File: src/design/mf_pkg.sv
package mf_pkg;

	localparam int MAX_WIDTH_DEF  = 1024;
	localparam int MAX_HEIGHT_DEF = 4096;

	localparam int PIX_W     = 8;
	localparam int COL_W     = 10;
	localparam int ROW_W     = 12;
	localparam int IMG_W_W   = 11;
	localparam int IMG_H_W   = 13;
	localparam int CFG_W     = 13;
	localparam int CFG_IDX_W = 2;

	localparam int ITEM_QUEUE_DEPTH = 4;

	localparam logic [IMG_W_W-1:0] WIDTH_RESET  = 11'd640;
	localparam logic [IMG_H_W-1:0] HEIGHT_RESET = 13'd480;
	localparam logic               FULL_RESET   = 1'b1;

	typedef enum logic [CFG_IDX_W-1:0] {
		REG_IMAGE_WIDTH  = 2'd0,
		REG_IMAGE_HEIGHT = 2'd1,
		REG_FULL_WINDOW  = 2'd2
	} mf_reg_t;

	typedef logic [PIX_W-1:0] pix_t;

	// Classification of one input item, decided by the front end.
	typedef struct packed {
		logic emit_a;     // filtered pixel one row up and one column left
		logic use_med;    // that pixel is interior and takes the median
		logic emit_b;     // right-edge pixel of the row above
		logic emit_c;     // the input itself, first or last row
		logic frame_end;  // bottom-right pixel of the frame
		logic full_win;   // 3x3 median rather than the cross
	} mf_item_flags_t;

	// Up to three results caused by one item, in delivery order a, b, c.
	typedef struct packed {
		logic             emit_a;
		logic             emit_b;
		logic             emit_c;
		logic             frame_end;
		pix_t             pix_a;
		pix_t             pix_b;
		pix_t             pix_c;
		logic [COL_W-1:0] col_a;
		logic [COL_W-1:0] col_c;
		logic [ROW_W-1:0] row_a;
		logic [ROW_W-1:0] row_c;
	} mf_bundle_t;

	typedef struct packed {
		pix_t hi;
		pix_t mid;
		pix_t lo;
	} mf_trio_t;

	function automatic pix_t min2(pix_t a, pix_t b);
		return (a < b) ? a : b;
	endfunction

	function automatic pix_t max2(pix_t a, pix_t b);
		return (a > b) ? a : b;
	endfunction

	function automatic pix_t min3(pix_t a, pix_t b, pix_t c);
		return min2(min2(a, b), c);
	endfunction

	function automatic pix_t max3(pix_t a, pix_t b, pix_t c);
		return max2(max2(a, b), c);
	endfunction

	function automatic pix_t med3(pix_t a, pix_t b, pix_t c);
		return max2(min2(a, b), min2(max2(a, b), c));
	endfunction

	function automatic mf_trio_t sort3(pix_t a, pix_t b, pix_t c);
		mf_trio_t t;
		t.lo  = min3(a, b, c);
		t.mid = med3(a, b, c);
		t.hi  = max3(a, b, c);
		return t;
	endfunction

endpackage

File: src/design/mf_fifo.sv
module mf_fifo #(
	parameter int WIDTH = 8,
	parameter int DEPTH = mf_pkg::ITEM_QUEUE_DEPTH,
	localparam int AW = (DEPTH > 1) ? $clog2(DEPTH) : 1,
	localparam int NW = $clog2(DEPTH + 1)
) (
	input  logic             clk,
	input  logic             arst_n,
	input  logic             wr_en,
	input  logic [WIDTH-1:0] wr_data,
	output logic             full,
	input  logic             rd_en,
	output logic [WIDTH-1:0] rd_data,
	output logic             empty
);
	logic [WIDTH-1:0] mem_q [DEPTH];
	logic [AW-1:0]    wr_ptr_q;
	logic [AW-1:0]    rd_ptr_q;
	logic [NW-1:0]    count_q;
	logic             do_wr;
	logic             do_rd;

	assign full    = (count_q == NW'(DEPTH));
	assign empty   = (count_q == '0);
	assign do_wr   = wr_en && !full;
	assign do_rd   = rd_en && !empty;
	assign rd_data = mem_q[rd_ptr_q];

	always_ff @(posedge clk or negedge arst_n) begin
		if (!arst_n) begin
			wr_ptr_q <= '0;
			rd_ptr_q <= '0;
			count_q  <= '0;
		end else begin
			if (do_wr) begin
				wr_ptr_q <= (wr_ptr_q == AW'(DEPTH - 1)) ? '0 : wr_ptr_q + AW'(1);
			end
			if (do_rd) begin
				rd_ptr_q <= (rd_ptr_q == AW'(DEPTH - 1)) ? '0 : rd_ptr_q + AW'(1);
			end
			if (do_wr && !do_rd) begin
				count_q <= count_q + NW'(1);
			end else if (do_rd && !do_wr) begin
				count_q <= count_q - NW'(1);
			end
		end
	end

	always_ff @(posedge clk) begin
		if (do_wr) begin
			mem_q[wr_ptr_q] <= wr_data;
		end
	end
endmodule

File: config.mk
export PLATFORM = sky130hd
export DESIGN_NAME = mf_fifo
export DESIGN_NICKNAME = d
export VERILOG_FILES = /design/src/design/mf_pkg.sv /design/src/design/mf_fifo.sv
export SDC_FILE = /design/constraint.sdc
export NUM_CORES = 1
export LEC_CHECK = 0
export BUFFER_PORTS_ARGS = -buffer_cell sky130_fd_sc_hd__clkbuf_2
export CAP_MARGIN = 20
export CORE_MARGIN = 1
export CORE_UTILIZATION = 45
export CTS_BUF_LIST = sky130_fd_sc_hd__clkbuf_8
export CTS_CLUSTER_SIZE = 10
export DETAILED_ROUTE_END_ITERATION = 12
export SLEW_MARGIN = 20
export SYNTH_ARGS = -nofsm -noshare
export SYNTH_HDL_FRONTEND = slang
export SYNTH_SLANG_ARGS = --single-unit
File: constraint.sdc
create_clock -name clk -period 3.2 [get_ports clk]
set_input_delay 0.16 -clock clk [delete_from_list [all_inputs] [get_ports clk]]
set_output_delay 0.16 -clock clk [all_outputs]
set_load 0.02 [all_outputs]
==> metrics <==
Post-Syn Area=1620 um2; WL final=2570 um; Pins Over Slew Limit=0; post-DR vias/cell=5.00; worst vdd ir=0.471 mV; Slew @ Worst Pin=0.946 ns; critical path's slowest cell=dfrtp_1; post-layout net count=125; Die X=62.0 um; Routed WL per cell=16.8 um; vias post-DR=765; Critical Path Max Stage Delay=0.46 ns; CP cell instances=nor3_1, nand2b_4, ha_1, inv_1, fa_1, xor2_1, nor2_1, xor2_1; H-tree lvl count=2; largest net degree at the start of global routing=13; initial antenna violation count=0; Worst R2R Path Depth=8; fmax=492 MHz; Worst Setup Start Kind=flip-flop; Post-Route Skew=0.00872 ns; max-cap violation count=0; static leakage power=0.718 nW; Fin. Hold Viols=0; port bufs=21; outcome=finished, final reports clean; Initial Utilization=47.7%; worst hold start=wr_data[4]; Iteration-0 DRC Markers=21; placed cell count=144; Critical Path AT=2.24 ns; worst hold-check path type=primary input to flip-flop; Max Root-Sink Buffers=2; Post-CTS Setup Bufs=0; CTS Buf Count=5; post-synthesis register bit count=39; Syn Nets=98; CTS tree=done; core area=3390 um2; Syn. warnings=0; setup_tns=0 ns; PwrDens=924 nW/um2; most frequent CP cell=xor2_1; Ports=22; Row Count=21; Hold EP=mem_q[3][4]; share of post-route cells with drive strength above 1=41.1%; Final ANT Viol Nets=0; CP Buf/Inv Count=1; first-pass GRT wire length=3820 um; Critical R2R Capture=count_q[2]; worst r2r src=count_q[0]; die height=62.0 um; Die ar.=3840 um2; count of cell types in the netlist=19; Setup WS pre-CTS=1.15 ns; Top delay family on crit path=adder cells; drt drc=0; Layout area overhead=15.4%; cell count of the worst hold path=1; HPWL Detailed=1710 um; reg2reg setup slack=1.17 ns; critical path peak fanout=4; max_slew headroom=36.7%; total gr overflow=0; routability cong.=0.654; antenna diode count=0; Reg clk slew, reported paths=0.07 ns; Worst Slack Setup Final=1.17 ns; Num Clock Sinks=39; CTS Root Cell=clkbuf_8; Req. time, crit path=3.41 ns; Layout Cells excl Fill=153; unrepaired setup endpoints after global routing=false; fill count=271; Overall Global Routing Usage=15.6%; Seq/Total Area, Yosys=70.2%; worst setup path class=flip-flop to flip-flop; clk_lat worst skew=0.29 ns; Post-Syn Area per Cell=20.5 um2; fin crit period=2.03 ns; fin crit share=63.5%; # setup viols final=0; DRT Pass-1 Iters=4; number of global-route vias before repair=761; Post-Syn Instances=79; CP endpoint kind=flip-flop
## flip-flops by register name, indices dropped and copies added, names as in the netlist
signal,cells
count_q,3
mem_q,32
rd_ptr_q,2
wr_ptr_q,2
## layer usage
layer	GRT usage (%)	vias up	share of wire (%)
met5	0	-	0
li1	-	356	-
met3	4.97	4	3.6
met4	7.62	0	1.1
met2	26.7	18	55
met1	17.4	387	40
## cells by family (layout without fill, tap and decap cells)
group	after synthesis	count (layout)	share of synthesized area [%]
buf+inv	5	33	1.24
simple gates	12	12	5.49
flops	39	39	70.2
fa+ha+maj	7	7	5.88
mux	13	13	15.5
xor+xnor	3	3	1.62
## metrics by stage
stage               util, %  hold slack [ns]  area, um2  total power [mW]
global route           55.1           0.0771       1870              1.84
finish                 55.1           0.0917       1870              1.72
CTS                    55.1           0.0835       1870              1.76
detailed placement     52.3           0.0142       1770              1.44
floorplan                 -           -0.136       1620              1.26
global placement       52.3          0.00978       1770              1.41
## where the power goes
| group | switching, mW | internal, mW |
|---|---|---|
| registers | 0.124 | 0.688 |
| logic | 0.294 | 0.304 |
| clock network | 0.166 | 0.149 |
| total | 0.584 | 1.14 |
## layout make-up
cell class                 instances  area, um2  share of cell area [%]
inverter                           3       11.3                   0.603
multi-input combinational         35        462                    24.7
clock buffer                       5       68.8                    3.69
timing repair buffer              22        115                    6.17
tap                               46       57.6                    3.08
clock inverter                     3       16.3                   0.871
sequential                        39       1140                    60.9
## how the worst max path moves through the flow
stage                    start         end  slack, ns  cells past startpoint
floorplan           count_q[0]  count_q[2]       0.87                      8
global placement    count_q[0]  count_q[2]       1.27                      8
detailed placement  count_q[1]  count_q[2]       1.15                      8
CTS                 count_q[0]  count_q[2]       1.16                      8
global route        count_q[1]  count_q[2]       1.01                      8
finish              count_q[0]  count_q[2]       1.17                      8
## worst register-to-register path: stages (launching register included)
cell	delay, ns
dfrtp_1	0.46
nor3_1	0.25
nand2b_4	0.19
ha_1	0.19
inv_1	0.07
fa_1	0.39
xor2_1	0.16
nor2_1	0.12
xor2_1	0.14
## synth_stat cells (all sizes together)
cell type,number,area share [%]
xor2,2,1.1
edfxtp,32,59
dfrtp,7,11
nor2b,1,0.85
clkbuf,1,0.23
xnor2,1,0.54
fa,1,1.2
inv,3,0.70
mux4,8,11
buf,1,0.31
ha,6,4.6
nor2,4,0.93
and2,3,1.2
nor3b,1,1.2
nand2b,1,0.85
mux2,5,4.4
nand2,1,0.23
nor3,1,0.31
## cell usage in the layout, fill, tap and decap left out, types with 2 or more instances in the layout
cell type	count
nor2_1	4
and2_1	3
xor2_1	2
dfrtp_1	7
edfxtp_1	32
mux2_4	4
inv_1	4
mux4_2	8
clkbuf_2	21
ha_1	6
clkbuf_8	5
## repair_timing
item	in CTS	in global routing
hold endpoints to repair	7	0
hold buffers	1	0
resized for setup	0	0
Power figures use the tool's default switching activity.
