==> config.mk <==
export PLATFORM = sky130hd
export DESIGN_NAME = mf_out
export DESIGN_NICKNAME = d
export VERILOG_FILES = /design/src/design/mf_pkg.sv /design/src/design/mf_out.sv
export SDC_FILE = /design/constraint.sdc
export NUM_CORES = 1
export LEC_CHECK = 0
export BUFFER_PORTS_ARGS = -buffer_cell sky130_fd_sc_hd__buf_2
export CAP_MARGIN = 20
export CORE_MARGIN = 2
export CORE_UTILIZATION = 52
export DETAILED_ROUTE_END_ITERATION = 16
export GPL_TIMING_DRIVEN = 1
export PLACE_DENSITY = 0.85
export SLEW_MARGIN = 25
export SYNTH_ARGS = -nofsm -noshare
export SYNTH_HDL_FRONTEND = slang
export SYNTH_SLANG_ARGS = --single-unit
==> constraint.sdc <==
create_clock -name clk -period 6.71 [get_ports clk]
set_input_delay 1.0065 -clock clk [delete_from_list [all_inputs] [get_ports clk]]
set_output_delay 1.0065 -clock clk [all_outputs]
set_load 0.05 [all_outputs]
==> src/design/mf_pkg.sv <==
package mf_pkg;

	localparam int MAX_WIDTH_DEF  = 1024;
	localparam int MAX_HEIGHT_DEF = 4096;

	localparam int PIX_W     = 8;
	localparam int COL_W     = 10;
	localparam int ROW_W     = 12;
	localparam int IMG_W_W   = 11;
	localparam int IMG_H_W   = 13;
	localparam int CFG_W     = 13;
	localparam int CFG_IDX_W = 2;

	localparam int ITEM_QUEUE_DEPTH = 4;

	localparam logic [IMG_W_W-1:0] WIDTH_RESET  = 11'd640;
	localparam logic [IMG_H_W-1:0] HEIGHT_RESET = 13'd480;
	localparam logic               FULL_RESET   = 1'b1;

	typedef enum logic [CFG_IDX_W-1:0] {
		REG_IMAGE_WIDTH  = 2'd0,
		REG_IMAGE_HEIGHT = 2'd1,
		REG_FULL_WINDOW  = 2'd2
	} mf_reg_t;

	typedef logic [PIX_W-1:0] pix_t;

	// Classification of one input item, decided by the front end.
	typedef struct packed {
		logic emit_a;     // filtered pixel one row up and one column left
		logic use_med;    // that pixel is interior and takes the median
		logic emit_b;     // right-edge pixel of the row above
		logic emit_c;     // the input itself, first or last row
		logic frame_end;  // bottom-right pixel of the frame
		logic full_win;   // 3x3 median rather than the cross
	} mf_item_flags_t;

	// Up to three results caused by one item, in delivery order a, b, c.
	typedef struct packed {
		logic             emit_a;
		logic             emit_b;
		logic             emit_c;
		logic             frame_end;
		pix_t             pix_a;
		pix_t             pix_b;
		pix_t             pix_c;
		logic [COL_W-1:0] col_a;
		logic [COL_W-1:0] col_c;
		logic [ROW_W-1:0] row_a;
		logic [ROW_W-1:0] row_c;
	} mf_bundle_t;

	typedef struct packed {
		pix_t hi;
		pix_t mid;
		pix_t lo;
	} mf_trio_t;

	function automatic pix_t min2(pix_t a, pix_t b);
		return (a < b) ? a : b;
	endfunction

	function automatic pix_t max2(pix_t a, pix_t b);
		return (a > b) ? a : b;
	endfunction

	function automatic pix_t min3(pix_t a, pix_t b, pix_t c);
		return min2(min2(a, b), c);
	endfunction

	function automatic pix_t max3(pix_t a, pix_t b, pix_t c);
		return max2(max2(a, b), c);
	endfunction

	function automatic pix_t med3(pix_t a, pix_t b, pix_t c);
		return max2(min2(a, b), min2(max2(a, b), c));
	endfunction

	function automatic mf_trio_t sort3(pix_t a, pix_t b, pix_t c);
		mf_trio_t t;
		t.lo  = min3(a, b, c);
		t.mid = med3(a, b, c);
		t.hi  = max3(a, b, c);
		return t;
	endfunction

endpackage

==> src/design/mf_out.sv <==
module mf_out (
	input  logic                     clk,
	input  logic                     arst_n,
	input  logic                     bnd_valid,
	input  mf_pkg::mf_bundle_t       bnd,
	output logic                     bnd_ready,
	input  logic                     pop,
	output logic                     empty,
	output logic [mf_pkg::PIX_W-1:0] out_pixel,
	output logic [mf_pkg::COL_W-1:0] column,
	output logic [mf_pkg::ROW_W-1:0] row,
	output logic                     run_last,
	output logic                     frame_done
);
	import mf_pkg::*;

	mf_bundle_t bnd_q;
	logic [2:0] mask_q;
	logic [2:0] mask_rest;
	logic       last;
	logic       take;

	// Bits still pending, in order a, b, c from the low end.
	assign mask_rest = mask_q & (mask_q - 3'd1);
	assign empty     = (mask_q == '0);
	assign last      = !empty && (mask_rest == '0);
	assign take      = pop && !empty;
	assign bnd_ready = empty || (take && last);

	// A new bundle is only loaded once the held one is used up.
	always_ff @(posedge clk or negedge arst_n) begin
		if (!arst_n) begin
			mask_q <= '0;
		end else if (bnd_ready && bnd_valid) begin
			mask_q <= {bnd.emit_c, bnd.emit_b, bnd.emit_a};
		end else if (take) begin
			mask_q <= mask_rest;
		end
	end

	always_ff @(posedge clk) begin
		if (bnd_ready && bnd_valid) begin
			bnd_q <= bnd;
		end
	end

	always_comb begin
		if (mask_q[0]) begin
			out_pixel = bnd_q.pix_a;
			column    = bnd_q.col_a;
			row       = bnd_q.row_a;
		end else if (mask_q[1]) begin
			out_pixel = bnd_q.pix_b;
			column    = bnd_q.col_c;
			row       = bnd_q.row_a;
		end else begin
			out_pixel = bnd_q.pix_c;
			column    = bnd_q.col_c;
			row       = bnd_q.row_c;
		end
		run_last   = last;
		frame_done = last && bnd_q.frame_end;
	end
endmodule

==> summary.md, run 1 <==
| Metric | Value |
|---|---|
| Via Count | `1646` |
| Gr usage total | `17.1%` |
| Die W | `77.3 um` |
| Clk slew on worst S/H paths | `0.07 ns` |
| Vias/cell | `4.83` |
| Post-Place Cells | `326` |
| DR iter-0 viols | `103` |
| Setup TNS | `0 ns` |
| Post-synthesis cell type count | `29` |
| # rows | `26` |
| Max_cap viols | `0` |
| Critical Path Fanout Max | `17` |
| Final setup viols | `0` |
| Critical path class | `reg -> out` |
| Post-Route Utilization | `68.7%` |
| Outcome | `finished clean` |
| Critical path's top delay family | `flip-flops` |
| Ant diodes | `0` |
| Post-synthesis sequential area ratio | `77.0%` |
| Ratio of cells with drive above 1 in the final layout | `47.2%` |
| Global-route wire length before repair | `7590 um` |
| Largest net degree at the start of global routing | `70` |
| Die area | `5970 sq um` |
| Clock power share | `18.1%` |
| Synth Instances | `153` |
| Clock Path Buffers | `2` |
| Crit. End Element | `output pin` |
| Crit path largest cell delay | `0.66 ns` |
| Power per cell area | `420 nW/um^2` |
| Number of global-route vias before repair | `1677` |
| Clock skew | `0.0109 ns` |
| Final WL | `4900 um` |
| Initial Util | `54.3%` |
| DR pass1 iterations | `4` |
| Hold Vio Cnt, Final | `0` |
| IO Count | `110` |
| PostCTS Resize Cnt | `0` |
| DRC violations left | `0` |
| Core Area | `5140 sq um` |
| Slowest cell on crit path | `dfrtp_1` |
| Initial antenna violation count | `0` |
| CP cell instances | `nor2_4 -> a21boi_1 -> or2_1 -> buf_2` |
| Hold Buf Count CTS | `0` |
| Commonest non-fill, non-tap cell in the layout | `buf_2` |
| TritonCTS clock tree | `yes` |
| Fin nets | `343` |
| Sw frac | `40.9%` |
| RSZ-0062 raised after global routing | `false` |
| Leakage | `1.43 nW` |
| Die height | `77.3 um` |
| Port buffer count | `109` |
| Fmax | `324 MHz` |
| Final period util | `46.0%` |
| Final cell count without fillers | `341` |
| CP Data Arrival Time | `2.08 ns` |
| # clock sinks | `72` |
| Latest clock arrival within the worst-skew pair | `0.32 ns` |
| Sw Pwr | `0.606 mW` |
| Comb power frac | `39.3%` |
| Final ANT Viol Nets | `0` |
| Average instance area after synthesis | `18.2 sq um` |
| Total CTS buffers | `9` |
| Max-slew violation total from the final report | `0` |
| Crit path buffers/inverters | `1` |
| WP data required | `5.70 ns` |
| Area Growth Syn to Fin | `26.6%` |
| Worst slack, placed | `3.91 ns` |
| H-tree levels | `3` |
| Clk Tree Root Cell | `clkbuf_8` |
| Sequential share of power | `42.6%` |
| Worst vdd ir | `0.276 mV` |
| Syn. warnings | `0` |
| Worst Tran Pin Value | `0.833 ns` |
| Final Critical Period | `3.09 ns` |
| Routed length per placed instance | `14.4 um` |
| Hold Crit Class | `in -> async` |
| Dpl hpwl | `3430 um` |
| Post-CTS setup buffers | `0` |
| Routability cong. | `0.788` |
| Worst setup SP type | `flop` |
| Flops & latches, synth | `72` |
| Cell Area, Synth | `2790 sq um` |
| Worst slew margin | `44.5%` |
| Fillers | `390` |
| Syn_nets | `229` |
| Final Worst Setup Slack | `3.62 ns` |
| Total congestion overflow | `0` |
| Int Pwr | `0.877 mW` |
| Commonest cells after routing, fill and taps aside | `buf_2 (109), edfxtp_1 (69), mux2_1 (22)` |
cell usage after synthesis (all sizes together):
| cell | count | share of area [%] |
|---|---|---|
| nor2 | 2 | 0.54 |
| nand3 | 1 | 0.18 |
| maj3 | 1 | 0.40 |
| a211oi | 1 | 0.27 |
| o211ai | 1 | 0.27 |
| dfrtp | 3 | 2.7 |
| a32o | 1 | 0.36 |
| edfxtp | 69 | 74 |
| a21boi | 1 | 0.27 |
| mux2i | 8 | 2.9 |
| nand2b | 3 | 0.94 |
| inv | 2 | 0.27 |
| o22ai | 1 | 0.22 |
| a21oi | 1 | 0.18 |
| o21ai | 8 | 1.4 |
| or2 | 2 | 0.45 |
| o211a | 1 | 0.36 |
| nor3 | 1 | 0.18 |
| mux2 | 22 | 8.9 |
| buf | 8 | 2.2 |
| xnor2 | 1 | 0.31 |
| nand2 | 11 | 1.5 |
| nor2b | 1 | 0.22 |
| o21a | 3 | 0.81 |
power groups by stage:
stage | Combinational [mW] | Sequential (mW) | Clock (mW)
after global placement | 0.581 | 0.638 | 0
final | 0.582 | 0.632 | 0.269
after global routing | 0.617 | 0.642 | 0.294
after CTS | 0.587 | 0.634 | 0.277
after detailed placement | 0.586 | 0.643 | 0
after floorplan | 0.490 | 0.622 | 0
area by class of cell:
class                           instances  area, sq um  area share (%)
Inverter                                2         7.51           0.213
Timing Repair Buffer                  111          561            15.9
Clock inverter                          5         25.0           0.708
Multi-Input combinational cell         71          577            16.3
Tap cell                               70         87.6            2.48
Sequential cell                        72         2150            60.8
Clock buffer                           10          128            3.61
kinds of logic after synthesis:
family                     Yosys count  synth area share, %
DFF                                 72                 77.0
adders and majority gates            1                0.404
AOI/OAI and AO/OA                   18                 4.17
buffers and inverters               10                 2.42
muxes                               30                 11.7
and+or+nand+nor                     21                 3.99
xor gates and xnor gates             1                0.314
metrics by stage:
step	power [mW]	hold WS [ns]	area [sq um]
final	1.48	0.480	3530
after global routing	1.55	0.458	3530
after CTS	1.50	0.461	3530
after detailed placement	1.23	0.651	3380
after global placement	1.22	0.645	3380
after floorplan	1.11	0.605	2790
flip-flops by register name (all words and copies together) (netlist names):
signal	flops
bnd_q	69
mask_q	3
worst reg2reg max path, cell delays in order (launching register included):
cell and delay, ns:
dfrtp_1 0.66, nor2_4 0.49, a21boi_1 0.24, o21a_2 0.13
buf_4 0.63
metal layers:
| layer | wire, um | track usage, % | vias up |
|---|---|---|---|
| li1 | - | - | 806 |
| met1 | 1970 | 19.7 | 780 |
| met2 | 2610 | 29.0 | 54 |
| met3 | 259 | 4.82 | 6 |
| met4 | 66 | 8.75 | 0 |
| met5 | 0 | 0 | - |
path summary, 6_finish.rpt:
check / startpoint / end / slack [ns] / cells past startpoint
max in group asynchronous: arst_n / mask_q[1] / 6.11 / 1
worst min-delay path: arst_n / mask_q[0] / 0.48 / 1
worst max-delay path: mask_q[1] / bnd_ready / 3.62 / 4
worst max register to register: mask_q[1] / bnd_q[61] / 4.13 / 4
worst min register to register: mask_q[2] / mask_q[2] / 0.66 / 1
min in group clk: mask_q[2] / mask_q[2] / 0.66 / 1
Note: power is estimated with default switching activity, not from simulation.
==> run 2: changes to the inputs <==
- CORE_UTILIZATION: 52 -> 43
- PLACE_DENSITY: 0.85 -> 0.75
- clock period: 6.71 -> 2.6 ns (I/O delays scaled with it)
==> run 2 against run 1 <==
Total power rose to 2.8 times the previous value. Utilization shrank 11 points. Non-clock buffer count increased by 5.
==> summary.md, run 2 (same netlist as run 1, synthesis figures left out) <==
| Metric | Value |
|---|---|
| Worst slew margin | `71.0% (+27 points)` |
| Final setup viols | `0 (unchanged)` |
| Routed length per placed instance | `14.7 um (+2.3%)` |
| Hold Crit Class | `in -> reg` |
| DRC violations left | `0 (unchanged)` |
| Total congestion overflow | `0 (unchanged)` |
| Hold Vio Cnt, Final | `0 (unchanged)` |
| Clock skew | `0.00993 ns (-0.000984 ns)` |
| Worst setup SP type | `flop` |
| Via Count | `1679 (+2.0%)` |
| IO Count | `110 (unchanged)` |
| Reg with most FFs | `bnd_q` |
| Final ANT Viol Nets | `0 (unchanged)` |
| Fillers | `537 (+38%)` |
| Die W | `84.6 um (+9.4%)` |
| Hold Buf Count CTS | `1 (+1)` |
| Fmax | `459 MHz` |
| Fin nets | `348 (+1.5%)` |
| Commonest cells after routing, fill and taps aside | `buf_2 (109), edfxtp_1 (69), mux2_1 (22)` |
| Largest register FFs | `69 (unchanged)` |
| DR iter-0 viols | `94 (-8.7%)` |
| CP Data Arrival Time | `1.79 ns (-0.29 ns)` |
| Number of global-route vias before repair | `1766 (+5.3%)` |
| Final period util | `83.8%` |
| Worst Tran Pin Value | `0.435 ns (-0.398 ns)` |
| # clock sinks | `72 (unchanged)` |
| Placed cell areas | `3440 sq um (+1.9%)` |
| Vias/cell | `4.74 (-1.7%)` |
| Clk Tree Root Cell | `clkbuf_8` |
| Critical path class | `reg -> out` |
| Setup TNS | `0 ns (unchanged)` |
| Global-route wire length before repair | `8050 um (+6.1%)` |
| Die height | `84.6 um (+9.4%)` |
| Latest clock arrival within the worst-skew pair | `0.35 ns (+0.03 ns)` |
| Leakage | `1.49 nW (+4.4%)` |
| Core Area | `6310 sq um (+23%)` |
| DR pass1 iterations | `4 (unchanged)` |
| Max-slew violation total from the final report | `0 (unchanged)` |
| Outcome | `finished clean` |
| Worst vdd ir | `0.550 mV (+100%)` |
| Post-CTS setup buffers | `0 (unchanged)` |
| Final WL | `5210 um (+6.2%)` |
| Design area | `3670 sq um (+3.9%)` |
| Die area | `7150 sq um (+20%)` |
| Commonest non-fill, non-tap cell in the layout | `buf_2` |
| Clock Path Buffers | `2 (unchanged)` |
| Final Critical Period | `2.18 ns` |
| TritonCTS clock tree | `yes` |
| Clk slew on worst S/H paths | `0.08 ns (about the same)` |
| # rows | `29 (+12%)` |
| PostCTS Resize Cnt | `0 (unchanged)` |
| Clock power share | `23.2% (+5.1 points)` |
| Crit. End Element | `output pin` |
| Sequential share of power | `38.8% (-3.8 points)` |
| Sw Pwr | `1.65 mW (+170%)` |
| Ratio of cells with drive above 1 in the final layout | `48.7% (+1.5 points)` |
| WP data required | `2.21 ns (-3.49 ns)` |
| Largest net degree at the start of global routing | `29 (-59%)` |
| Leading registers by flop count | `bnd_q: 69 flops, mask_q: 3 flops` |
| Area Growth Syn to Fin | `31.6%` |
| Routability cong. | `0.732 (-7.1%)` |
| Power per cell area | `1130 nW/um^2 (+170%)` |
| Hold_ws | `0.212 ns (-0.267 ns)` |
| Max_cap viols | `0 (unchanged)` |
| Comb power frac | `38.0% (-1.3 points)` |
| Post-Route Utilization | `58.1% (-11 points)` |
| Dpl hpwl | `3710 um (+8.1%)` |
| Sw frac | `39.5% (-1.3 points)` |
| Critical Path Fanout Max | `13 (-4)` |
| Initial antenna violation count | `0 (unchanged)` |
| Gr usage total | `15.1% (-2.0 points)` |
| RSZ-0062 raised after global routing | `false` |
| Int Pwr | `2.52 mW (+190%)` |
| Port buffer count | `109 (unchanged)` |
| Final Power | `4.16 mW (+180%)` |
| Ant diodes | `0 (unchanged)` |
| Total CTS buffers | `9 (unchanged)` |
| Initial Util | `44.2% (-10 points)` |
| Worst reg-to-reg setup slack | `0.66 ns (-3.47 ns)` |
| H-tree levels | `3 (unchanged)` |
run 2: cell count changes in the layout (fill, tap and decap cells not counted), sizes merged:
cell	before	now
dlygate4sd3	0	1
bufinv	0	2
buf	111	115
inv	2	4
clkbuf	10	9
clkinv	4	2
run 2: through the flow:
step                      std cells  setup slack (ns)
after detailed placement        337             0.677
after CTS                       354             0.382
after global routing            354             0.336
final                           354             0.422
after global placement          337             0.727
after floorplan                 153             0.297
run 2: final cells by class:
type | instances | area, sq um | share of cell area, %
Clock buffer | 9 | 124 | 3.37
Clock inverter | 7 | 93.8 | 2.56
Inverter | 2 | 7.51 | 0.204
Tap cell | 77 | 96.3 | 2.62
Multi-Input combinational cell | 71 | 577 | 15.7
Timing Repair Buffer | 116 | 626 | 17.0
Sequential cell | 72 | 2150 | 58.5
run 2: metal layers:
| metal | track usage, % | share of wire, % | up-vias |
|---|---|---|---|
| met3 | 3.54 | 6.6 | 11 |
| met4 | 9.09 | 2.6 | 0 |
| met2 | 25.6 | 51 | 68 |
| met5 | 0 | 0 | - |
| li1 | - | - | 819 |
| met1 | 17.2 | 40 | 781 |
run 2: final timing paths:
check,depth (start not counted),from,endpoint
hold reg to reg,1,mask_q[2],mask_q[2]
hold / removal,1,bnd[61],bnd_q[61]
setup reg to reg,4,mask_q[1],bnd_q[55]
min in group asynchronous,2,arst_n,mask_q[1]
max in group asynchronous,2,arst_n,mask_q[2]
setup / recovery,4,mask_q[1],row[0]
run 2: critical path, cell delays in order (launching register included):
cell,delay [ns]
dfrtp_1,0.50
nor2_4,0.13
buf_4,0.23
mux2_1,0.35
buf_2,0.22
run 2: power groups by stage:
| stage | logic, mW | clock network [mW] | registers [mW] |
|---|---|---|---|
| floorplan | 1.26 | 0 | 1.60 |
| global placement | 1.58 | 0 | 1.62 |
| detailed placement | 1.59 | 0 | 1.64 |
| CTS | 1.60 | 0.987 | 1.62 |
| global route | 1.67 | 1.03 | 1.63 |
| finish | 1.58 | 0.965 | 1.61 |
