[src/design/mf_pkg.sv]
package mf_pkg;

	localparam int MAX_WIDTH_DEF  = 1024;
	localparam int MAX_HEIGHT_DEF = 4096;

	localparam int PIX_W     = 8;
	localparam int COL_W     = 10;
	localparam int ROW_W     = 12;
	localparam int IMG_W_W   = 11;
	localparam int IMG_H_W   = 13;
	localparam int CFG_W     = 13;
	localparam int CFG_IDX_W = 2;

	localparam int ITEM_QUEUE_DEPTH = 4;

	localparam logic [IMG_W_W-1:0] WIDTH_RESET  = 11'd640;
	localparam logic [IMG_H_W-1:0] HEIGHT_RESET = 13'd480;
	localparam logic               FULL_RESET   = 1'b1;

	typedef enum logic [CFG_IDX_W-1:0] {
		REG_IMAGE_WIDTH  = 2'd0,
		REG_IMAGE_HEIGHT = 2'd1,
		REG_FULL_WINDOW  = 2'd2
	} mf_reg_t;

	typedef logic [PIX_W-1:0] pix_t;

	// Classification of one input item, decided by the front end.
	typedef struct packed {
		logic emit_a;     // filtered pixel one row up and one column left
		logic use_med;    // that pixel is interior and takes the median
		logic emit_b;     // right-edge pixel of the row above
		logic emit_c;     // the input itself, first or last row
		logic frame_end;  // bottom-right pixel of the frame
		logic full_win;   // 3x3 median rather than the cross
	} mf_item_flags_t;

	// Up to three results caused by one item, in delivery order a, b, c.
	typedef struct packed {
		logic             emit_a;
		logic             emit_b;
		logic             emit_c;
		logic             frame_end;
		pix_t             pix_a;
		pix_t             pix_b;
		pix_t             pix_c;
		logic [COL_W-1:0] col_a;
		logic [COL_W-1:0] col_c;
		logic [ROW_W-1:0] row_a;
		logic [ROW_W-1:0] row_c;
	} mf_bundle_t;

	typedef struct packed {
		pix_t hi;
		pix_t mid;
		pix_t lo;
	} mf_trio_t;

	function automatic pix_t min2(pix_t a, pix_t b);
		return (a < b) ? a : b;
	endfunction

	function automatic pix_t max2(pix_t a, pix_t b);
		return (a > b) ? a : b;
	endfunction

	function automatic pix_t min3(pix_t a, pix_t b, pix_t c);
		return min2(min2(a, b), c);
	endfunction

	function automatic pix_t max3(pix_t a, pix_t b, pix_t c);
		return max2(max2(a, b), c);
	endfunction

	function automatic pix_t med3(pix_t a, pix_t b, pix_t c);
		return max2(min2(a, b), min2(max2(a, b), c));
	endfunction

	function automatic mf_trio_t sort3(pix_t a, pix_t b, pix_t c);
		mf_trio_t t;
		t.lo  = min3(a, b, c);
		t.mid = med3(a, b, c);
		t.hi  = max3(a, b, c);
		return t;
	endfunction

endpackage

[src/design/mf_front.sv]
module mf_front #(
	parameter int MAX_WIDTH  = mf_pkg::MAX_WIDTH_DEF,
	parameter int MAX_HEIGHT = mf_pkg::MAX_HEIGHT_DEF,
	localparam int CW = (MAX_WIDTH > 1) ? $clog2(MAX_WIDTH) : 1,
	localparam int RW = (MAX_HEIGHT > 1) ? $clog2(MAX_HEIGHT) : 1
) (
	input  logic                         clk,
	input  logic                         arst_n,
	input  logic                         cfg_write,
	input  logic [mf_pkg::CFG_IDX_W-1:0] cfg_index,
	input  logic [mf_pkg::CFG_W-1:0]     cfg_data,
	input  logic                         push,
	input  logic [mf_pkg::PIX_W-1:0]     in_pixel,
	output logic                         full,
	output logic                         item_push,
	output mf_pkg::mf_item_flags_t       item_flags,
	output logic [mf_pkg::PIX_W-1:0]     item_pixel,
	output logic [CW-1:0]                item_col,
	output logic [RW-1:0]                item_row,
	input  logic                         item_full
);
	import mf_pkg::*;

	localparam int WCMP = (CW + 1 > IMG_W_W) ? CW + 1 : IMG_W_W;
	localparam int HCMP = (RW + 1 > IMG_H_W) ? RW + 1 : IMG_H_W;

	logic [IMG_W_W-1:0] width_q;
	logic [IMG_H_W-1:0] height_q;
	logic               full_win_q;
	logic [CW-1:0]      col_q;
	logic [RW-1:0]      row_q;

	logic [WCMP-1:0] w_ext;
	logic [HCMP-1:0] h_ext;
	logic [CW-1:0]   w_last;
	logic [RW-1:0]   h_last;
	logic [CW-1:0]   c;
	logic [RW-1:0]   r;
	logic            col_end;
	logic            row_end;

	always_ff @(posedge clk or negedge arst_n) begin
		if (!arst_n) begin
			width_q    <= WIDTH_RESET;
			height_q   <= HEIGHT_RESET;
			full_win_q <= FULL_RESET;
		end else if (cfg_write) begin
			case (cfg_index)
				REG_IMAGE_WIDTH:  width_q    <= cfg_data[IMG_W_W-1:0];
				REG_IMAGE_HEIGHT: height_q   <= cfg_data[IMG_H_W-1:0];
				REG_FULL_WINDOW:  full_win_q <= cfg_data[0];
				default: ;
			endcase
		end
	end

	// A size of zero acts as one, and a size above the buffers is cut to them.
	assign w_ext  = WCMP'(width_q);
	assign h_ext  = HCMP'(height_q);
	assign w_last = (width_q == '0) ? '0 :
		(w_ext > WCMP'(MAX_WIDTH)) ? CW'(MAX_WIDTH - 1) : CW'(w_ext - WCMP'(1));
	assign h_last = (height_q == '0) ? '0 :
		(h_ext > HCMP'(MAX_HEIGHT)) ? RW'(MAX_HEIGHT - 1) : RW'(h_ext - HCMP'(1));

	// Counts beyond a size that shrank mid-frame saturate to the last column or row.
	assign c       = (col_q > w_last) ? w_last : col_q;
	assign r       = (row_q > h_last) ? h_last : row_q;
	assign col_end = (c == w_last);
	assign row_end = (r == h_last);

	assign full       = item_full;
	assign item_push  = push && !item_full;
	assign item_pixel = in_pixel;
	assign item_col   = c;
	assign item_row   = r;

	always_comb begin
		item_flags.emit_a    = (r > RW'(1)) && (c != '0);
		item_flags.use_med   = (c > CW'(1));
		item_flags.emit_b    = (r > RW'(1)) && col_end;
		item_flags.emit_c    = (r == '0) || row_end;
		item_flags.frame_end = col_end && row_end;
		item_flags.full_win  = full_win_q;
	end

	always_ff @(posedge clk or negedge arst_n) begin
		if (!arst_n) begin
			col_q <= '0;
			row_q <= '0;
		end else if (item_push) begin
			if (col_end) begin
				col_q <= '0;
				row_q <= row_end ? '0 : r + RW'(1);
			end else begin
				col_q <= c + CW'(1);
				row_q <= r;
			end
		end
	end
endmodule

[config.mk]
export PLATFORM = sky130hd
export DESIGN_NAME = mf_front
export DESIGN_NICKNAME = d
export VERILOG_FILES = /design/src/design/mf_pkg.sv /design/src/design/mf_front.sv
export SDC_FILE = /design/constraint.sdc
export NUM_CORES = 1
export LEC_CHECK = 0
export BUFFER_PORTS_ARGS = -buffer_cell sky130_fd_sc_hd__clkbuf_2
export CAP_MARGIN = 5
export CORE_ASPECT_RATIO = 0.9
export CORE_UTILIZATION = 30
export CTS_CLUSTER_DIAMETER = 30
export DETAILED_ROUTE_END_ITERATION = 7
export SYNTH_ARGS = -nofsm -noshare
export SYNTH_HDL_FRONTEND = slang
export SYNTH_SLANG_ARGS = --single-unit
[constraint.sdc]
create_clock -name clk -period 12.38 [get_ports clk]
set_input_delay 2.476 -clock clk [delete_from_list [all_inputs] [get_ports clk]]
set_output_delay 2.476 -clock clk [all_outputs]
set_load 0.1 [all_outputs]
==> results of run 1 <==
-- layer usage --
metal	share of wire (%)	vias to the layer above	wire, um	track usage [%]
li1	-	2053	-	-
met3	4.9	9	616	3.00
met1	54	2033	6790	25.1
met5	0	-	0	0
met4	0.52	0	65	2.69
met2	41	122	5130	23.6
-- worst max-delay path, delay by kind of cell (launching register included) --
kind	cells	cell delay, ns
buf+inv	4	1.08
flops	1	0.45
compound gates	7	2.19
fa+ha+maj	2	0.54
simple gates	4	1.03
-- worst min-delay path by stage --
stage,start,end
2_1_floorplan,col_q[9]$_DFFE_PN0P_,col_q[9]$_DFFE_PN0P_
3_3_place_gp,h_ext[1]$_DFFE_PN0P_,h_ext[1]$_DFFE_PN0P_
3_5_place_dp,h_ext[1]$_DFFE_PN0P_,h_ext[1]$_DFFE_PN0P_
4_1_cts,h_ext[1]$_DFFE_PN0P_,h_ext[1]$_DFFE_PN0P_
5_1_grt,h_ext[1]$_DFFE_PN0P_,h_ext[1]$_DFFE_PN0P_
6_report,h_ext[1]$_DFFE_PN0P_,h_ext[1]$_DFFE_PN0P_
-- kinds of logic (layout without fill, tap and decap cells) --
kind of cell               after synthesis  count (layout)  synth area share, %
adders and majority gates               31              31                 8.43
and+or+nand+nor                        176             176                 20.6
AOI/OAI and AO/OA                      145             145                 22.9
DFF                                     47              47                 26.1
buffers and inverters                   75             102                 7.08
muxes                                   39              39                 9.23
xor gates and xnor gates                29              29                 5.59
-- power groups by stage --
stage	Sequential, mW	Combinational [mW]	Clock (mW)
6_report	0.289	0.858	0.159
5_1_grt	0.297	0.922	0.168
4_1_cts	0.285	0.858	0.161
3_3_place_gp	0.285	0.845	0
2_1_floorplan	0.246	0.735	0
3_5_place_dp	0.286	0.856	0
-- cell usage in the layout (no fill, tap or decap), types with 5 or more instances in the layout --
cell	n
a21o_1	9
a21oi_1	30
a22o_1	11
a31oi_1	6
and3_1	6
buf_4	6
clkbuf_16	5
clkbuf_2	49
dfrtp_1	40
dfstp_2	7
ha_1	28
inv_1	38
mux2_2	23
mux2i_1	16
nand2_1	35
nand2b_1	8
nand3_1	12
nand4_1	10
nor2_1	35
nor2b_1	8
nor3_1	23
nor4_1	6
o21a_1	5
o21ai_0	28
o31ai_1	7
or3_1	6
xnor2_1	22
xor2_1	7
-- area by class of cell --
type                            instances  share of cell area, %
Multi-Input combinational cell        420                   59.9
Tap cell                              198                   4.87
Clock buffer                            6                   2.73
Sequential cell                        47                   23.3
Inverter                               39                   2.88
Timing Repair Buffer                   55                   5.70
Clock inverter                          2                  0.688
-- sequential cells by signal (all words and copies together) (netlist names) --
signal	flops
col_q	10
w_ext	11
full_win_q	1
row_q	12
h_ext	13
-- metrics by stage --
step	hold slack (ns)	total power, mW	util [%]	cell area [um^2]	instances
6_report	0.573	1.31	34.5	5090	767
3_5_place_dp	0.558	1.14	33.3	4920	759
2_1_floorplan	0.515	0.981	-	4540	542
4_1_cts	0.573	1.30	34.5	5090	767
3_3_place_gp	0.536	1.13	33.3	4920	759
5_1_grt	0.598	1.39	34.5	5090	767
==> impl_metrics.csv, run 1 <==
group,metric,value,unit
logic_synthesis,yosysTopAreaCellShare,22.0,%
worst_setup_path,cp-startpoint,"h_ext[4]$_DFFE_PN0P_",
logic_synthesis,synth_flop_cell,"dfrtp_1",
routing,finalWirelength,12600,um
floorplan,die_x,132,um
clock_tree,cts_buffers,5,
logic_synthesis,synth_most_common_cell,"dfrtp_1",
global_routing,antenna_found_initial,0,
timing,final.setup.tns,0,ns
cells_and_area,fillers,1533,
pwr,p_clk_share,12.1,%
timing,drv_slew,0,
cells_and_area,drive_gt1_share,20.0,%
worst_setup_path,crit_slowest_cell,"nor4_2",
routing,antenna_left,0,
timing,setup_viol,0,
global_routing,gr-total-overflow,0,
pwr,p_sw_share,58.8,%
pwr,p_sw,0.767,mW
clock_tree,cts_root_buf,"clkbuf_16",
worst_setup_path,crit_required,9.90,ns
pwr,p_per_area,256,nW/um^2
pwr,power_leakage,2.17,nW
logic_synthesis,mappedNetlistArea,4540,um^2
placement,pre_cts_slack,4.65,ns
worst_setup_path,r2r-start,"h_ext[4]$_DFFE_PN0P_",
routing,via_per_inst,5.50,
worst_setup_path,worstReg2RegEnd,"row_q[11]$_DFFE_PN0P_",
logic_synthesis,synthCells,542,
placement,port_buffers,49,
floorplan,initial_core_util,30.8,%
worst_setup_path,worstPathArrival,5.61,ns
routing,vias,4217,
cells_and_area,ff_latch_area,1180,um^2
timing,fmax,0.124,GHz
cells_and_area,multi_input_area,3050,um^2
worst_setup_path,critPathMaxFanout,21,
worst_setup_path,crit_type,"flip-flop to output port",
floorplan,coreArea,14800,um^2
timing,rsz0062_at_grt,"false",
global_routing,grt_pass1_wl,20600,um
worst_setup_path,rrSetupSlack,7.08,ns
worst_setup_path,critical-path-max-stage-delay,0.77,ns
clock_tree,cts.sinks,47,
timing,fin_crit,8.09,ns
logic_synthesis,synth_fp_nets,598,
global_routing,first_global_vias,3944,
worst_setup_path,cp-end-kind,"output port",
global_routing,grt_usage,16.3,%
clock_tree,clk_pin_slew_worst_paths,0.06,ns
logic_synthesis,synth_area_leaders,"dfrtp_1, ha_1, mux2_2, xnor2_1, dfstp_2",
timing,hold_violations,0,
logic_synthesis,synth_top_area_cell,"dfrtp_1",
worst_setup_path,r2r_cells,15,
logic_synthesis,synth_edf_count,0,
routing,drt-initial-drc-count,354,
placement,hpwl,9870,um
hold_path,hold_path.class,"flip-flop to flip-flop",
pwr,pwr-share-comb,65.7,%
logic_synthesis,syn_area_per_cell,8.38,um^2
pwr,internal_power,0.539,mW
run_status,outcome,"completed",
cells_and_area,antenna_cells,0,
logic_synthesis,seq_area_frac_synth,26.1,%
logic_synthesis,ys_async_sr_fraction,100,%
clock_tree,cts_resized,0,
clock_tree,cts_setup_buffers,0,
floorplan,rows,42,
timing,min_period_over_period,65.3,%
hold_path,hold_depth,1,
timing,slew_headroom,29.4,%
logic_synthesis,ys_warn_count,0,
clock_tree,cts_tree,"yes",
cells_and_area,areaGrowthSynthToFinish,12.1,%
placement,gp_congestion,0.861,
flow_run,cap_violations,0,
worst_setup_path,crit_chain,"nor4_2, nand3_1, o311ai_0, inv_1, ha_1, nand2_1, o21a_1, a21o_1, a31oi_2, buf_4, nor2_1, a21oi_1, inv_1, ha_1, o21a_1, a21oi_1, clkbuf_2",
routing,routedWlPerCell,16.4,um
pwr,peakVddDrop,0.132,mV
timing,tightest_slew,1.05,ns
timing,skew,0.00373,ns
logic_synthesis,ys_types,70,
logic_synthesis,synth_common_cells,"dfrtp_1, inv_1, nand2_1, nor2_1, a21oi_1",
floorplan,fp.dieArea,15600,um^2
pwr,seqPwrFrac,22.1,%
floorplan,die_h,119,um
cells_and_area,final_nets,624,
clock_tree,htree_levels,2,
clock_tree,ctsHoldBuffers,0,
timing,fin_ws,4.29,ns
routing,dr.pass1.iters,5,
worst_setup_path,cp-endpoint,"item_flags[5]",
logic_synthesis,ys_ff_latch,47,
routing,drc,0,
clock_tree,clockBufferDepth,2,
floorplan,io_pins,66,
global_routing,grt_max_degree,48,
worst_setup_path,start_kind,"flip-flop",
clock_tree,clock_latency,0.29,ns
Power figures use the tool's default switching activity.
==> inputs of run 2 (changes only) <==
- clock period: 12.38 -> 7 ns (I/O delays scaled with it)
==> run 2 against run 1 <==
Against the previous run:
- final cell count increased by 1.0%
- combinational power rose by 82%
- worst hold slack worse by 0.014 ns
- critical path depth up 1
- clock power increased by 69%
- count of clock-buffer cells in the layout increased by 1
- first-iteration DRC count up 25%
- critical path type unchanged
- utilization up 0.68 points
- power grew 79%
==> impl_metrics.csv, run 2 (same netlist as run 1, synthesis figures left out) <==
group,metric,value,unit
run_status,outcome,"completed",
clock_tree,clk_pin_slew_worst_paths,0.06,ns
cells_and_area,final_util,35.2,%
cells_and_area,mostFrequentLayoutCells,"clkbuf_2, dfrtp_1, inv_1",
worst_setup_path,crit_required,5.60,ns
cells_and_area,fillers,1530,
floorplan,die_x,132,um
clock_tree,cts.sinks,47,
cells_and_area,ff_latch_area,1180,um^2
clock_tree,htree_levels,2,
worst_setup_path,critPathMaxFanout,22,
timing,fin_crit,6.63,ns
clock_tree,clockBufferDepth,2,
global_routing,grt_usage,16.5,%
timing,hold_ws,0.559,ns
cells_and_area,multi_input_area,3100,um^2
global_routing,grt_pass1_wl,20800,um
pwr,peakVddDrop,0.294,mV
routing,antenna_left,0,
clock_tree,cts_root_buf,"clkbuf_16",
worst_setup_path,worstPathArrival,5.23,ns
pwr,power_leakage,2.21,nW
timing,hold_violations,0,
clock_tree,cts_tree,"yes",
placement,port_buffers,49,
routing,vias,4228,
cells_and_area,antenna_cells,0,
placement,placed_area,5010,um^2
placement,gp_congestion,0.873,
worst_setup_path,cp-end-kind,"output port",
timing,final.setup.tns,0,ns
pwr,p_per_area,450,nW/um^2
routing,finalWirelength,12500,um
placement,hpwl,9650,um
cells_and_area,stdcell_count,775,
placement,pre_cts_slack,0.454,ns
routing,drc,0,
timing,skew,0.00934,ns
floorplan,fp.dieArea,15600,um^2
floorplan,initial_core_util,30.8,%
timing,setup_viol,0,
routing,routedWlPerCell,16.1,um
worst_setup_path,start_kind,"flip-flop",
timing,fin_ws,0.373,ns
cells_and_area,drive_gt1_share,22.5,%
global_routing,grt_max_degree,48,
global_routing,first_global_vias,3978,
clock_tree,clock_latency,0.29,ns
routing,dr.pass1.iters,5,
worst_setup_path,crit_type,"flip-flop to output port",
timing,slew_headroom,33.9,%
pwr,p_total,2.34,mW
placement,placed_cells,766,
floorplan,rows,42,
global_routing,antenna_found_initial,0,
routing,drt-initial-drc-count,443,
routing,via_per_inst,5.46,
timing,fmax,0.151,GHz
global_routing,gr-total-overflow,0,
timing,drv_slew,0,
cells_and_area,largest_reg_flops,13,
clock_tree,cts_buffers,5,
floorplan,io_pins,66,
hold_path,hold_path.class,"flip-flop to flip-flop",
timing,tightest_slew,0.984,ns
cells_and_area,areaGrowthSynthToFinish,14.3,%
flow_run,cap_violations,0,
timing,min_period_over_period,94.7,%
clock_tree,ctsHoldBuffers,0,
floorplan,coreArea,14800,um^2
cells_and_area,final_nets,632,
cells_and_area,final_common_cell,"clkbuf_2",
floorplan,die_h,119,um
cells_and_area,fin_area,5190,um^2
timing,rsz0062_at_grt,"false",
## run 2: changes by cell type in the layout (fill, tap and decap cells not counted), moves of 2 or more
cell      before  now
buf_4          6   14
a21oi_1       30   26
mux2i_1       16   13
mux2i_2        0    3
a21oi_2        1    3
a21oi_4        0    2
clkbuf_1       0    2
o21ai_0       28   26
o21ai_2        0    2
o311ai_0       3    1
o311ai_1       0    2
## run 2: repair_timing
action | CTS | global route
gates resized for setup | 0 | 6
endpoints found under the hold margin | 0 | 0
endpoints found under the setup margin | 0 | 2
setup buffers | 0 | 1
## run 2: where the power goes
group	switching, mW	leakage (nW)	internal [mW]
sequential	0.157	0.561	0.352
clock	0.0999	0.0781	0.169
combinational	1.11	1.57	0.454
total	1.36	2.21	0.975
## run 2: path summary, 6_finish.rpt
kind / startpoint / end / slack (ns) / cells past startpoint
max reg2reg: h_ext[4]$_DFFE_PN0P_ / row_q[11]$_DFFE_PN0P_ / 2.05 / 14
max: w_ext[0]$_DFFE_PN0P_ / item_flags[4] / 0.37 / 18
max in group asynchronous: arst_n / row_q[7]$_DFFE_PN0P_ / 5.35 / 2
min in group asynchronous: arst_n / h_ext[11]$_DFFE_PN0P_ / 1.21 / 2
min reg2reg: h_ext[1]$_DFFE_PN0P_ / h_ext[1]$_DFFE_PN0P_ / 0.56 / 1
min: h_ext[1]$_DFFE_PN0P_ / h_ext[1]$_DFFE_PN0P_ / 0.56 / 1
## run 2: worst max-delay path, stage by stage (launching register included)
cell and delay (ns):
dfrtp_1 0.42, inv_1 0.12, ha_1 0.30, or3b_1 0.49
o311ai_1 0.72, inv_1 0.11, ha_1 0.32, nand4_1 0.12
nor2_1 0.18, a21oi_1 0.09, o211a_1 0.14, a31oi_2 0.14
buf_4 0.34, mux2i_1 0.37, nand2_1 0.11, nor4_1 0.35
buf_4 0.21, o21ai_2 0.05, clkbuf_2 0.37
## run 2: area by class of cell
class,count,area share [%]
clock buffer,7,2.55
timing repair buffer,63,6.75
multi-input combinational,420,59.7
clock inverter,1,0.578
inverter,39,2.82
tap,198,4.77
sequential,47,22.8
## run 2: routing by layer
layer	part of all wire, %	GRT usage, %	wire length, um	vias up
li1	-	-	-	2057
met1	53	24.7	6580	2032
met2	40	23.4	5010	132
met3	6.2	3.95	774	7
met4	0.75	3.78	94	0
met5	0	0	0	-
